### src/lcgx_pkg.sv
// ---------------------------------------------------------------------------
// lcgx_pkg
// Shared types and constants for the LCG keystream XOR cipher.
// ---------------------------------------------------------------------------
package lcgx_pkg;

   localparam int KEY_W          = 31;
   localparam int DATA_W         = 8;
   localparam int SUM_W          = 2 * KEY_W;
   localparam int CSR_IDX_W      = 2;
   localparam int WORD_BYTES_DEF = 4;
   localparam int WORD_BYTES_MAX = 8;
   localparam int Q_DEPTH        = 2;

   localparam logic [KEY_W-1:0] MULTIPLIER_RST = KEY_W'(1103515245);
   localparam logic [KEY_W-1:0] INCREMENT_RST  = KEY_W'(12345);
   localparam logic [KEY_W-1:0] MODULUS_RST    = KEY_W'(2147483647);
   localparam logic [KEY_W-1:0] SEED_RST       = KEY_W'(1);

   typedef enum logic [CSR_IDX_W-1:0] {
      CSR_MULTIPLIER = 2'd0,
      CSR_INCREMENT  = 2'd1,
      CSR_MODULUS    = 2'd2,
      CSR_SEED       = 2'd3
   } csr_index_type;

   typedef struct packed {
      logic [DATA_W-1:0] data_byte;
      logic              last_byte;
   } item_type;

   typedef struct packed {
      logic [KEY_W-1:0] multiplier;
      logic [KEY_W-1:0] increment;
      logic [KEY_W-1:0] modulus;
   } lcg_cfg_type;

   typedef struct packed {
      logic             start;
      logic [KEY_W-1:0] prev;
   } next_req_type;

   typedef struct packed {
      logic             busy;
      logic             done;
      logic [KEY_W-1:0] word;
   } next_rsp_type;

endpackage

### src/lcgx_front.sv
// ---------------------------------------------------------------------------
// lcgx_front
// Input side: takes request words into a short queue for the back end.
// ---------------------------------------------------------------------------
module lcgx_front (
   input  logic              clock,
   input  logic              reset,
   input  logic              req_valid,
   output logic              req_ready,
   input  lcgx_pkg::item_type req_item,
   output logic              q_valid,
   output lcgx_pkg::item_type q_item,
   input  logic              q_pop
);
   import lcgx_pkg::*;

   localparam int PTR_W = (Q_DEPTH > 1) ? $clog2(Q_DEPTH) : 1;
   localparam int CNT_W = $clog2(Q_DEPTH + 1);

   item_type           entries_ff [Q_DEPTH];
   logic [PTR_W-1:0]   wr_ptr_ff, wr_ptr_in;
   logic [PTR_W-1:0]   rd_ptr_ff, rd_ptr_in;
   logic [CNT_W-1:0]   count_ff, count_in;
   logic               push, pop;

   assign req_ready = (count_ff != CNT_W'(Q_DEPTH));
   assign q_valid   = (count_ff != '0);
   assign q_item    = entries_ff[rd_ptr_ff];

   assign push = req_valid && req_ready;
   assign pop  = q_pop && q_valid;

   always_comb begin
      wr_ptr_in = wr_ptr_ff;
      rd_ptr_in = rd_ptr_ff;
      count_in  = count_ff;
      if (push) begin
         wr_ptr_in = (wr_ptr_ff == PTR_W'(Q_DEPTH - 1)) ? '0 : wr_ptr_ff + 1'b1;
      end
      if (pop) begin
         rd_ptr_in = (rd_ptr_ff == PTR_W'(Q_DEPTH - 1)) ? '0 : rd_ptr_ff + 1'b1;
      end
      if (push && !pop) begin
         count_in = count_ff + 1'b1;
      end else if (pop && !push) begin
         count_in = count_ff - 1'b1;
      end
   end

   always_ff @(posedge clock) begin
      if (reset) begin
         wr_ptr_ff <= '0;
         rd_ptr_ff <= '0;
         count_ff  <= '0;
      end else begin
         wr_ptr_ff <= wr_ptr_in;
         rd_ptr_ff <= rd_ptr_in;
         count_ff  <= count_in;
      end
   end

   always_ff @(posedge clock) begin
      if (push) begin
         entries_ff[wr_ptr_ff] <= req_item;
      end
   end

endmodule

### src/lcgx_next_word.sv
// ---------------------------------------------------------------------------
// lcgx_next_word
// Next key word: (a * x + c) mod m by multiply, add and radix-2 remainder.
// ---------------------------------------------------------------------------
module lcgx_next_word (
   input  logic                  clock,
   input  logic                  reset,
   input  lcgx_pkg::lcg_cfg_type cfg,
   input  lcgx_pkg::next_req_type req,
   output lcgx_pkg::next_rsp_type rsp
);
   import lcgx_pkg::*;

   localparam int CNT_W = $clog2(SUM_W);

   typedef enum logic [1:0] {
      NW_IDLE,
      NW_MUL,
      NW_ADD,
      NW_REDUCE
   } nw_state_type;

   nw_state_type       state_ff;
   logic               done_ff;
   logic [KEY_W-1:0]   a_ff, x_ff, c_ff, m_ff;
   logic [SUM_W-1:0]   prod_ff, sum_ff;
   logic [KEY_W-1:0]   rem_ff, word_ff;
   logic [CNT_W-1:0]   cnt_ff;
   logic [KEY_W:0]     trial;
   logic [KEY_W-1:0]   rem_next;

   // one restoring step: shift in next dividend bit, subtract if it fits
   assign trial = {rem_ff, sum_ff[SUM_W-1]};
   always_comb begin
      if (trial >= {1'b0, m_ff}) begin
         rem_next = KEY_W'(trial - {1'b0, m_ff});
      end else begin
         rem_next = KEY_W'(trial);
      end
   end

   assign rsp.busy = (state_ff != NW_IDLE) || done_ff;
   assign rsp.done = done_ff;
   assign rsp.word = word_ff;

   always_ff @(posedge clock) begin
      if (reset) begin
         state_ff <= NW_IDLE;
         done_ff  <= 1'b0;
      end else begin
         case (state_ff)
            NW_IDLE: begin
               done_ff <= 1'b0;
               if (req.start) begin
                  a_ff     <= cfg.multiplier;
                  c_ff     <= cfg.increment;
                  m_ff     <= cfg.modulus;
                  x_ff     <= req.prev;
                  state_ff <= NW_MUL;
               end
            end
            NW_MUL: begin
               prod_ff  <= SUM_W'(a_ff) * SUM_W'(x_ff);
               state_ff <= NW_ADD;
            end
            NW_ADD: begin
               sum_ff   <= prod_ff + SUM_W'(c_ff);
               rem_ff   <= '0;
               cnt_ff   <= CNT_W'(SUM_W - 1);
               state_ff <= NW_REDUCE;
            end
            NW_REDUCE: begin
               if (m_ff == '0) begin
                  // zero modulus: plain truncation
                  word_ff  <= sum_ff[KEY_W-1:0];
                  done_ff  <= 1'b1;
                  state_ff <= NW_IDLE;
               end else begin
                  rem_ff <= rem_next;
                  sum_ff <= sum_ff << 1;
                  cnt_ff <= cnt_ff - 1'b1;
                  if (cnt_ff == '0) begin
                     word_ff  <= rem_next;
                     done_ff  <= 1'b1;
                     state_ff <= NW_IDLE;
                  end
               end
            end
            default: begin
               done_ff  <= 1'b0;
               state_ff <= NW_IDLE;
            end
         endcase
      end
   end

endmodule

### src/lcgx_back.sv
// ---------------------------------------------------------------------------
// lcgx_back
// Back end: XORs queued words with the keystream, steps the generator.
// ---------------------------------------------------------------------------
module lcgx_back #(
   parameter int WORD_BYTES = lcgx_pkg::WORD_BYTES_DEF
) (
   input  logic                         clock,
   input  logic                         reset,
   input  logic                         q_valid,
   input  lcgx_pkg::item_type           q_item,
   output logic                         q_pop,
   input  logic [lcgx_pkg::KEY_W-1:0]   seed_word,
   output lcgx_pkg::next_req_type       nw_req,
   input  lcgx_pkg::next_rsp_type       nw_rsp,
   output logic                         rsp_valid,
   input  logic                         rsp_ready,
   output logic [lcgx_pkg::DATA_W-1:0]  rsp_out_byte,
   output logic                         rsp_out_last
);
   import lcgx_pkg::*;

   localparam int POS_W = (WORD_BYTES > 1) ? $clog2(WORD_BYTES) : 1;
   localparam int EXT_W = 8 * WORD_BYTES_MAX;

   logic [KEY_W-1:0]  key_word_ff, key_word_in;
   logic [POS_W-1:0]  pos_ff, pos_in;
   logic              at_start_ff, at_start_in;
   logic              rsp_valid_ff, rsp_valid_in;
   logic [DATA_W-1:0] out_byte_ff;
   logic              out_last_ff;
   logic [KEY_W-1:0]  word;
   logic [EXT_W-1:0]  word_shift;
   logic [DATA_W-1:0] key_byte;
   logic              wrap;

   assign word       = at_start_ff ? seed_word : key_word_ff;
   // bytes above the key word read as zero
   assign word_shift = {{(EXT_W - KEY_W){1'b0}}, word} >> {pos_ff, 3'b000};
   assign key_byte   = word_shift[DATA_W-1:0];
   assign wrap       = (pos_ff == POS_W'(WORD_BYTES - 1));

   // hold off while the next key word is still being formed
   assign q_pop = q_valid && !nw_rsp.busy && (!rsp_valid_ff || rsp_ready);

   assign nw_req.start = q_pop && !q_item.last_byte && wrap;
   assign nw_req.prev  = word;

   always_comb begin
      key_word_in  = key_word_ff;
      pos_in       = pos_ff;
      at_start_in  = at_start_ff;
      rsp_valid_in = rsp_valid_ff;
      if (rsp_valid_ff && rsp_ready) begin
         rsp_valid_in = 1'b0;
      end
      if (nw_rsp.done) begin
         key_word_in = nw_rsp.word;
      end
      if (q_pop) begin
         rsp_valid_in = 1'b1;
         if (q_item.last_byte) begin
            at_start_in = 1'b1;
            pos_in      = '0;
         end else begin
            at_start_in = 1'b0;
            key_word_in = word;
            pos_in      = wrap ? '0 : pos_ff + 1'b1;
         end
      end
   end

   always_ff @(posedge clock) begin
      if (reset) begin
         pos_ff       <= '0;
         at_start_ff  <= 1'b1;
         rsp_valid_ff <= 1'b0;
      end else begin
         pos_ff       <= pos_in;
         at_start_ff  <= at_start_in;
         rsp_valid_ff <= rsp_valid_in;
      end
   end

   always_ff @(posedge clock) begin
      key_word_ff <= key_word_in;
      if (q_pop) begin
         out_byte_ff <= q_item.data_byte ^ key_byte;
         out_last_ff <= q_item.last_byte;
      end
   end

   assign rsp_valid    = rsp_valid_ff;
   assign rsp_out_byte = out_byte_ff;
   assign rsp_out_last = out_last_ff;

endmodule

### src/lcg_keystream_xor_cipher.sv
// ---------------------------------------------------------------------------
// lcg_keystream_xor_cipher
// Byte stream XOR with an LCG keystream; same block encrypts and decrypts.
// ---------------------------------------------------------------------------
//  channel | ports                                    | direction
//  req     | req_valid/req_ready, data_byte, last_byte | in
//  rsp     | rsp_valid/rsp_ready, out_byte, out_last   | out
//  csr     | csr_wr_en, csr_index, csr_wdata           | in, write only
//
// One word per cycle while a key word is on hand and rsp is not stalled. Every
// WORD_BYTES-th word that does not end a message starts the next key word in
// the remainder unit: 1 multiply, 1 add and 62 shift-subtract steps (none at
// zero modulus); the back end holds until that key word is done.
// Synchronous reset loads the register defaults and restarts from the seed.
// A two-word queue and an output register let req and rsp stall separately.
// ---------------------------------------------------------------------------
module lcg_keystream_xor_cipher #(
   parameter int WORD_BYTES = lcgx_pkg::WORD_BYTES_DEF
) (
   input  logic                            clock,
   input  logic                            reset,
   input  logic                            req_valid,
   output logic                            req_ready,
   input  logic [lcgx_pkg::DATA_W-1:0]     req_data_byte,
   input  logic                            req_last_byte,
   output logic                            rsp_valid,
   input  logic                            rsp_ready,
   output logic [lcgx_pkg::DATA_W-1:0]     rsp_out_byte,
   output logic                            rsp_out_last,
   input  logic                            csr_wr_en,
   input  logic [lcgx_pkg::CSR_IDX_W-1:0]  csr_index,
   input  logic [lcgx_pkg::KEY_W-1:0]      csr_wdata
);
   import lcgx_pkg::*;

   logic [KEY_W-1:0] multiplier_ff, increment_ff, modulus_ff, seed_word_ff;
   item_type         req_item, q_item;
   logic             q_valid, q_pop;
   lcg_cfg_type      cfg;
   next_req_type     nw_req;
   next_rsp_type     nw_rsp;

   always_ff @(posedge clock) begin
      if (reset) begin
         multiplier_ff <= MULTIPLIER_RST;
         increment_ff  <= INCREMENT_RST;
         modulus_ff    <= MODULUS_RST;
         seed_word_ff  <= SEED_RST;
      end else if (csr_wr_en) begin
         case (csr_index_type'(csr_index))
            CSR_MULTIPLIER: multiplier_ff <= csr_wdata;
            CSR_INCREMENT:  increment_ff  <= csr_wdata;
            CSR_MODULUS:    modulus_ff    <= csr_wdata;
            CSR_SEED:       seed_word_ff  <= csr_wdata;
            default: begin
            end
         endcase
      end
   end

   assign cfg.multiplier = multiplier_ff;
   assign cfg.increment  = increment_ff;
   assign cfg.modulus    = modulus_ff;

   assign req_item.data_byte = req_data_byte;
   assign req_item.last_byte = req_last_byte;

   lcgx_front u_front (
      .clock     (clock),
      .reset     (reset),
      .req_valid (req_valid),
      .req_ready (req_ready),
      .req_item  (req_item),
      .q_valid   (q_valid),
      .q_item    (q_item),
      .q_pop     (q_pop)
   );

   lcgx_next_word u_next_word (
      .clock (clock),
      .reset (reset),
      .cfg   (cfg),
      .req   (nw_req),
      .rsp   (nw_rsp)
   );

   lcgx_back #(
      .WORD_BYTES (WORD_BYTES)
   ) u_back (
      .clock        (clock),
      .reset        (reset),
      .q_valid      (q_valid),
      .q_item       (q_item),
      .q_pop        (q_pop),
      .seed_word    (seed_word_ff),
      .nw_req       (nw_req),
      .nw_rsp       (nw_rsp),
      .rsp_valid    (rsp_valid),
      .rsp_ready    (rsp_ready),
      .rsp_out_byte (rsp_out_byte),
      .rsp_out_last (rsp_out_last)
   );

endmodule

### config.mk
export PLATFORM = sky130hd
export DESIGN_NAME = lcg_keystream_xor_cipher
export DESIGN_NICKNAME = d
export VERILOG_FILES = /design/src/lcgx_pkg.sv /design/src/lcgx_front.sv /design/src/lcgx_next_word.sv /design/src/lcgx_back.sv /design/src/lcg_keystream_xor_cipher.sv
export SDC_FILE = /design/constraint.sdc
export NUM_CORES = 2
export LEC_CHECK = 0
export ABC_AREA = 1
export BUFFER_PORTS_ARGS = -buffer_cell sky130_fd_sc_hd__buf_2
export CAP_MARGIN = 20
export CORE_MARGIN = 2
export CORE_UTILIZATION = 46
export CTS_CLUSTER_DIAMETER = 150
export DETAILED_ROUTE_END_ITERATION = 8
export GPL_TIMING_DRIVEN = 0
export SKIP_LAST_GASP = 1
export SLEW_MARGIN = 20
export SYNTH_ARGS = -nofsm -noshare
export SYNTH_HDL_FRONTEND = slang
export SYNTH_SLANG_ARGS = --single-unit
### constraint.sdc
create_clock -name clock -period 13.8 [get_ports clock]
set_clock_uncertainty 0.1 [all_clocks]
set_input_delay 1.38 -clock clock [delete_from_list [all_inputs] [get_ports clock]]
set_output_delay 1.38 -clock clock [all_outputs]
set_load 0.02 [all_outputs]
# After elaboration in Yosys (flattened, before gate mapping)
# Memory sizes are Yosys's and may differ from the RTL's. A register that Yosys moved wholly into a read port is not among the register bits.
# Index checks and enable logic that the tools add are counted.
# totals
inputBits	47
n_memories	1
mem_bits_ro	0
register_bits	491
elab_cells	119
ram_bits	18
out_inout_bits	11
latchBits	0
# memory_table
memory	depth	width	rd	rd_ports_with_merged_regs	write_ports	line_no	source
u_front.entries_ff	2	9	1	1	1	lcgx_front.sv:20	item_type entries_ff [Q_DEPTH];
# op_classes
n_eq_ne	11
reduce_logical	37
n_mux	33
n_div	0
magnitude_cmp	1
multipliers	1
bitwise_logic	2
n_addsub	8
shifts	1
# op_table
cell	n
31-bit two-way mux	8
62-bit one-hot mux with 2 select lines	1
62-bit by 31-bit adder with 62-bit output	1
31-bit by 31-bit multiplier with 62-bit output	1
62-bit two-way mux	1
31-bit one-hot mux with 2 select lines	1
32-bit by 31-bit greater-or-equal comparator with 1-bit output	1
31-bit zero test	1
31-bit by 5-bit right shift with 8-bit output	1
31-bit subtractor	1
2-bit two-way mux	7
2-bit AND reduction	7
2-bit nonzero test	7
6-bit one-hot mux with 2 select lines	1
1-bit two-way mux	11
2-bit equality test, second input constant	5
1-bit logical AND	9
3-bit AND reduction	3
2-bit one-hot mux with 4 select lines	1
8-bit bitwise XOR	1
6-bit zero test	1
6-bit two-way mux	1
2-bit inequality test, second input constant	3
6-bit by 1-bit subtractor with 6-bit output, second input constant	1
10 further kinds	19

# Logic depth before layout (Yosys ltp)
# logic_depth
word_depth	9
mapped_depth	30
ltp_nobuf	29

# Modules after synthesis
# Synthesis repeated with hierarchy kept, for this count alone.
# hier_totals
cells_unflattened	7606
area_unflattened_um2	58945.3
# modules_own_cells
mod	cells_per_inst	n_inst	area_per_inst_um2	seq_area_each_um2
lcgx_next_word	6458	1	50532.2	9549.2
lcg_keystream_xor_cipher	698	1	4889.7	2482.4
lcgx_back	385	1	2617.5	970.9
lcgx_front	65	1	905.9	640.6

# Worst setup path before layout
# OpenSTA, ideal clock, no wires.
# synth_timing
kind	input -> register
from	in rsp_ready
to	reg u_next_word.a_ff[0] (enable)
cell_stages	8
required_time_ps	12941
t_arrival_ps	10527
path_buffers	2
setup_ps	759
slack_ps	2414
cell_sequence	inv_1 -> nand2_1 -> nand2_1 -> nor2_1 -> inv_2 -> buf_2 -> buf_2 -> nor3_1
# synth_between
elab_chain_len	5
# synth_rtl
item	line_no	source
start, declared	lcg_keystream_xor_cipher.sv:27	input logic rsp_ready,
1-bit logical OR	lcgx_back.sv:44	assign q_pop = q_valid && !nw_rsp.busy && (!rsp_valid_ff || rsp_ready);
1-bit logical AND	lcgx_back.sv:44	
1-bit logical AND (2 in a row)	lcgx_back.sv:46	assign nw_req.start = q_pop && !q_item.last_byte && wrap;
3-bit AND reduction (no source line)	n/a	
end signal, assigned	lcgx_next_word.sv:55	a_ff <= cfg.multiplier;
end, declared	lcgx_next_word.sv:25	logic [KEY_W-1:0] a_ff, x_ff, c_ff, m_ff;
# Every way passes these cells.
# A chain may end at the register's enable or synchronous reset.

# Worst setup path in the final report
# layout_timing
from	reg u_next_word.x_ff[16]
to	reg u_next_word.prod_ff[58], data pin
# layout_between
elab_chain_len	1
# layout_rtl
item	line_no	source
start, declared	lcgx_next_word.sv:25	
start signal, assigned	lcgx_next_word.sv:58	x_ff <= req.prev;
31-bit by 31-bit multiplier with 62-bit output	lcgx_next_word.sv:63	prod_ff <= SUM_W'(a_ff) * SUM_W'(x_ff);
end signal, assigned	lcgx_next_word.sv:63	
end, declared	lcgx_next_word.sv:26	logic [SUM_W-1:0] prod_ff, sum_ff;
# Every way passes these cells.

==> impl_summary.txt <==
----------------------------------------------------
[Worst setup path]
  Type of origin of the critical path ... flop
  Delay of the slowest critical-path stage ... 0.96 ns
  Master of the slowest instance on the critical path ... sky130_fd_sc_hd__clkbuf_1
  Cell-by-cell trace of the critical path ... clkbuf_1 > nand2_1 > fa_1 > inv_1 > fa_1 > inv_1 > fa_1 > fa_1 > inv_1 > fa_1 > fa_1 > fa_1 > fa_1 > ha_1 > a21oi_1 > o21ai_0 > a21oi_1 > nand3_1 > nand3_1 > nand3_1 > nand2_1 > nand2_1
  Setup slack, reg-to-reg ... 5.13 ns
  Launch instance of the worst register-to-register path ... u_next_word.x_ff[16]
  WS Path Type ... reg2reg
  Destination of the worst register-to-register timing path ... u_next_word.prod_ff[58]
  Depth of the worst register-to-register path ... 22
  Worst-path maximum fanout ... 10
  Data required time at the worst endpoint ... 14.04 ns
  Cell repeated most along the worst path ... sky130_fd_sc_hd__fa_1
  Endpoint type of the worst setup path ... flop
  Data arrival, critical path ... 8.91 ns

[GRT]
  Global router's overall resource usage ... 36.56%
  Number of antenna violations at the first check in global routing ... 6
  Overflow after GRT ... 0
  Via count of the first global-routing pass ... just under 50000
  Global-route wire length before repair ... 334500 um
  Pin count of the biggest net entering global routing ... 32

[Power]
  Post-layout power ... 4.835 mW
  Lkg Pwr ... 33.29 nW
  Max VDD drop ... 96.48 uV
  Total power per unit cell area ... ~78 mW/mm^2

[Min path]
  Worst hold path endpoint ... u_next_word.c_ff[7]
  Hold path startpoint ... increment_ff[7]
  Hold Path Class ... reg2reg
  Number of cells on the worst hold path ... 0

[Clocking]
  Clock Path Buffers ... 3
  Buffer cell driving the clock tree root ... sky130_fd_sc_hd__clkbuf_16
  H-tree depth ... 2
  Count of hold-fix buffers inserted at cts ... 0
  Setup fix buffers added after clock tree synthesis ... 0
  Clock latency reported for the late side of the worst-skew pair ... roughly 0.61 ns
  TritonCTS buffer count ... 48
  CTS sink count ... 510
  Clock tree from TritonCTS ... built
  Post-CTS sizing ... 0
  Clock-pin slew reported for the worst setup and hold paths after clock tree synthesis ... approximately 0.070 ns

[STA]
  Hold violation count in the final report ... 0
  Maximum clock frequency ... 115.3 MHz
  Setup Viol. Count Final ... 0
  Count of final max-slew check failures ... 0
  Share of the cycle needed by the critical path after routing ... 62.83%
  Worst hold slack ... roughly 0.32 ns
  RSZ-0062 raised after global routing ... false
  Slew @ Worst Pin ... 1.313 ns
  Relative slew slack ... 12.44%
  Min Tclk post-route ... 8.671 ns

[Flow run]
  Number of max-cap violations ... 0

[Yosys]
  Yosys warning total ... 0
  Share of synthesized cell area in and, or, nand and nor gates ... 21.58%
  Dominant cell by count in the synthesized netlist ... sky130_fd_sc_hd__nand2_1
  Dominant combinational cell family by area after synthesis ... adder cells
  Synth Area in Adders ... about 36%
  Register bit total from synthesis ... 510
  Post-synthesis share of cell area spent on xor and xnor gates ... roughly 1.2%
  Top cells by instance count after synthesis ... sky130_fd_sc_hd__nand2_1, sky130_fd_sc_hd__inv_1, sky130_fd_sc_hd__fa_1
  Cell count after synthesis ... 7398
  Compound-Gate Fraction of Synth Area ... 3.981%
  Sequential cell area fraction in the yosys report ... 23.58%
  Top-area cell type share of the netlist area ... 29.03%
  Biggest area consumer among synthesized cells ... sky130_fd_sc_hd__fa_1
  Synth unique cells ... 42
  Multiplexer area fraction after synthesis ... 0.1557%
  EDFF count, synth ... 343
  Synth Flop Type ... sky130_fd_sc_hd__edfxtp_1
  Post-Syn Area per Cell ... 7.821 um^2
  Post-synthesis async set-or-reset flop share ... 0%
  Net count of the mapped netlist ... 8608
  Main area contributors after synthesis ... sky130_fd_sc_hd__fa_1, sky130_fd_sc_hd__edfxtp_1, sky130_fd_sc_hd__nand2_1, sky130_fd_sc_hd__inv_1, sky130_fd_sc_hd__ha_1
  Cell Area, Synth ... 0.05786 mm^2

[Die]
  Initial core utilization ... 46.20%
  Die span in y ... 358.7 um
  Row count ... 130
  Total core area ... 0.1252 mm^2
  Floorplan die area ... about 0.13 mm^2
  Number of top-level pins ... 58
  Width of the chip ... 358.7 um

[Route]
  Total wire length after detailed routing ... roughly 230000 um
  Routed wire per std cell ... 25.11 um
  Remaining antenna violation count after routing ... 0
  Final routed DRC violation total ... 0
  First-iteration detailed-routing DRC count ... 4391
  Vias after detailed routing ... 48641
  Post-detailed-route via-to-cell ratio ... around 5.3
  First-pass iteration count of the detailed router ... 6

[Layout]
  Fraction of layout instances using a drive strength above 1 ... 3.199%
  Filler instances ... 12720
  Area Overhead vs Synth ... 7.376%
  Number of standard cells in the final layout excluding fillers ... 9217
  Number of nets in the finished design ... 8736
  FF/Latch Area ... 0.01364 mm^2
  Area of combinational cells with multiple inputs ... 0.03645 mm^2
  Registers with the most flip-flops ... u_next_word.prod_ff (62), u_next_word.sum_ff (62)
  Final std cell area, no fill ... 0.06213 mm^2

[Placement]
  Total half-perimeter wirelength after legalization and detailed placement ... 193300 um
  Placed Instances ... between 9000 and 10000
  Number of I/O port buffers ... between 50 and 60
  Final Wtd Congestion ... 1.043
  Placement-stage cell area ... approximately 0.061 mm^2

[Run status]
  Outcome ... finished, final reports clean

----------------------------------------------------
-- per-stage QoR --
stage / utilization [%] / TNS, ns / worst slack (ns)
3_5_place_dp: 48.33 / 0 / 5.351
3_3_place_gp: 48.07 / -302.36 / -2.455
4_1_cts: 49.59 / 0 / 5.293
5_1_grt: 49.60 / 0 / 4.978
6_report: 49.61 / 0 / 5.129
2_1_floorplan: - / 0 / 2.414
-- metal layers --
layer	vias up	part of all wire, %	track usage (%)
met5	-	0.015	0
met4	6	7.4	22.00
met3	522	6.7	4.802
met2	1902	47	60.71
met1	24098	39	45.55
li1	22113	-	-
-- worst max-delay path by stage --
stage,startpoint,to,slack (ns),cells past startpoint
2_1_floorplan,rsp_ready,u_next_word.a_ff[0],2.41,8
3_3_place_gp,rsp_ready,u_next_word.c_ff[29],-2.46,9
3_5_place_dp,u_next_word.x_ff[7],u_next_word.prod_ff[54],5.35,23
4_1_cts,u_next_word.x_ff[7],u_next_word.prod_ff[49],5.29,23
5_1_grt,u_next_word.x_ff[7],u_next_word.prod_ff[54],4.98,23
6_report,u_next_word.x_ff[16],u_next_word.prod_ff[58],5.13,22
-- layout by cell type, fill, tap and decap left out, drive strengths merged --
cell and n:
fa 839, inv 1792, clkbuf 324, xnor2 43, nand3 281, buf 102
o211ai 18, dfxtp 167, nor4 5, clkinvlp 2, a31oi 34, and2 5
or2 21, nor2 490, a21o 5, o21bai 16, xor2 36, and3 2
mux2i 9, nor3 37, ha 324, a21oi 151, a21boi 3, edfxtp 343
a211oi 1, nand3b 11, clkinv 9, o21ai 197, o21a 2, nand4 38
nand2 2254, bufinv 4, diode 2
-- cell families after synthesis --
| group | Yosys count |
|---|---|
| AO/OA/AOI/OAI | 427 |
| XOR/XNOR | 79 |
| adder cells (fa/ha/maj) | 1163 |
| buffers and inverters | 2066 |
| flip-flops | 510 |
| multiplexers | 9 |
| AND/OR/NAND/NOR | 3144 |
-- worst max-delay path, delay by kind of cell, from the launching register on --
family | cells | cell delay (ns)
AOI/OAI and AO/OA | 3 | 0.79
buffers and inverters | 4 | 1.20
DFF | 1 | 0.79
adders and majority gates | 9 | 4.70
and+or+nand+nor | 6 | 0.83
-- power breakdown --
group          total (mW)  switching [mW]  internal (mW)
Clock                1.36           0.605          0.751
Sequential           1.99           0.106           1.88
Combinational        1.49            1.03          0.460
Total                4.84            1.74           3.09
-- final cells by class --
type	count	share of cell area, %
Tap cell	1650	3.323
Clock inverter	18	0.3947
Buffer	277	1.780
Timing Repair Buffer	78	0.9223
Inverter	1789	10.81
Antenna cell	2	0.008055
Sequential cell	510	21.96
Multi-Input combinational cell	4822	58.67
Clock buffer	71	2.139
Power figures use the tool's default switching activity.
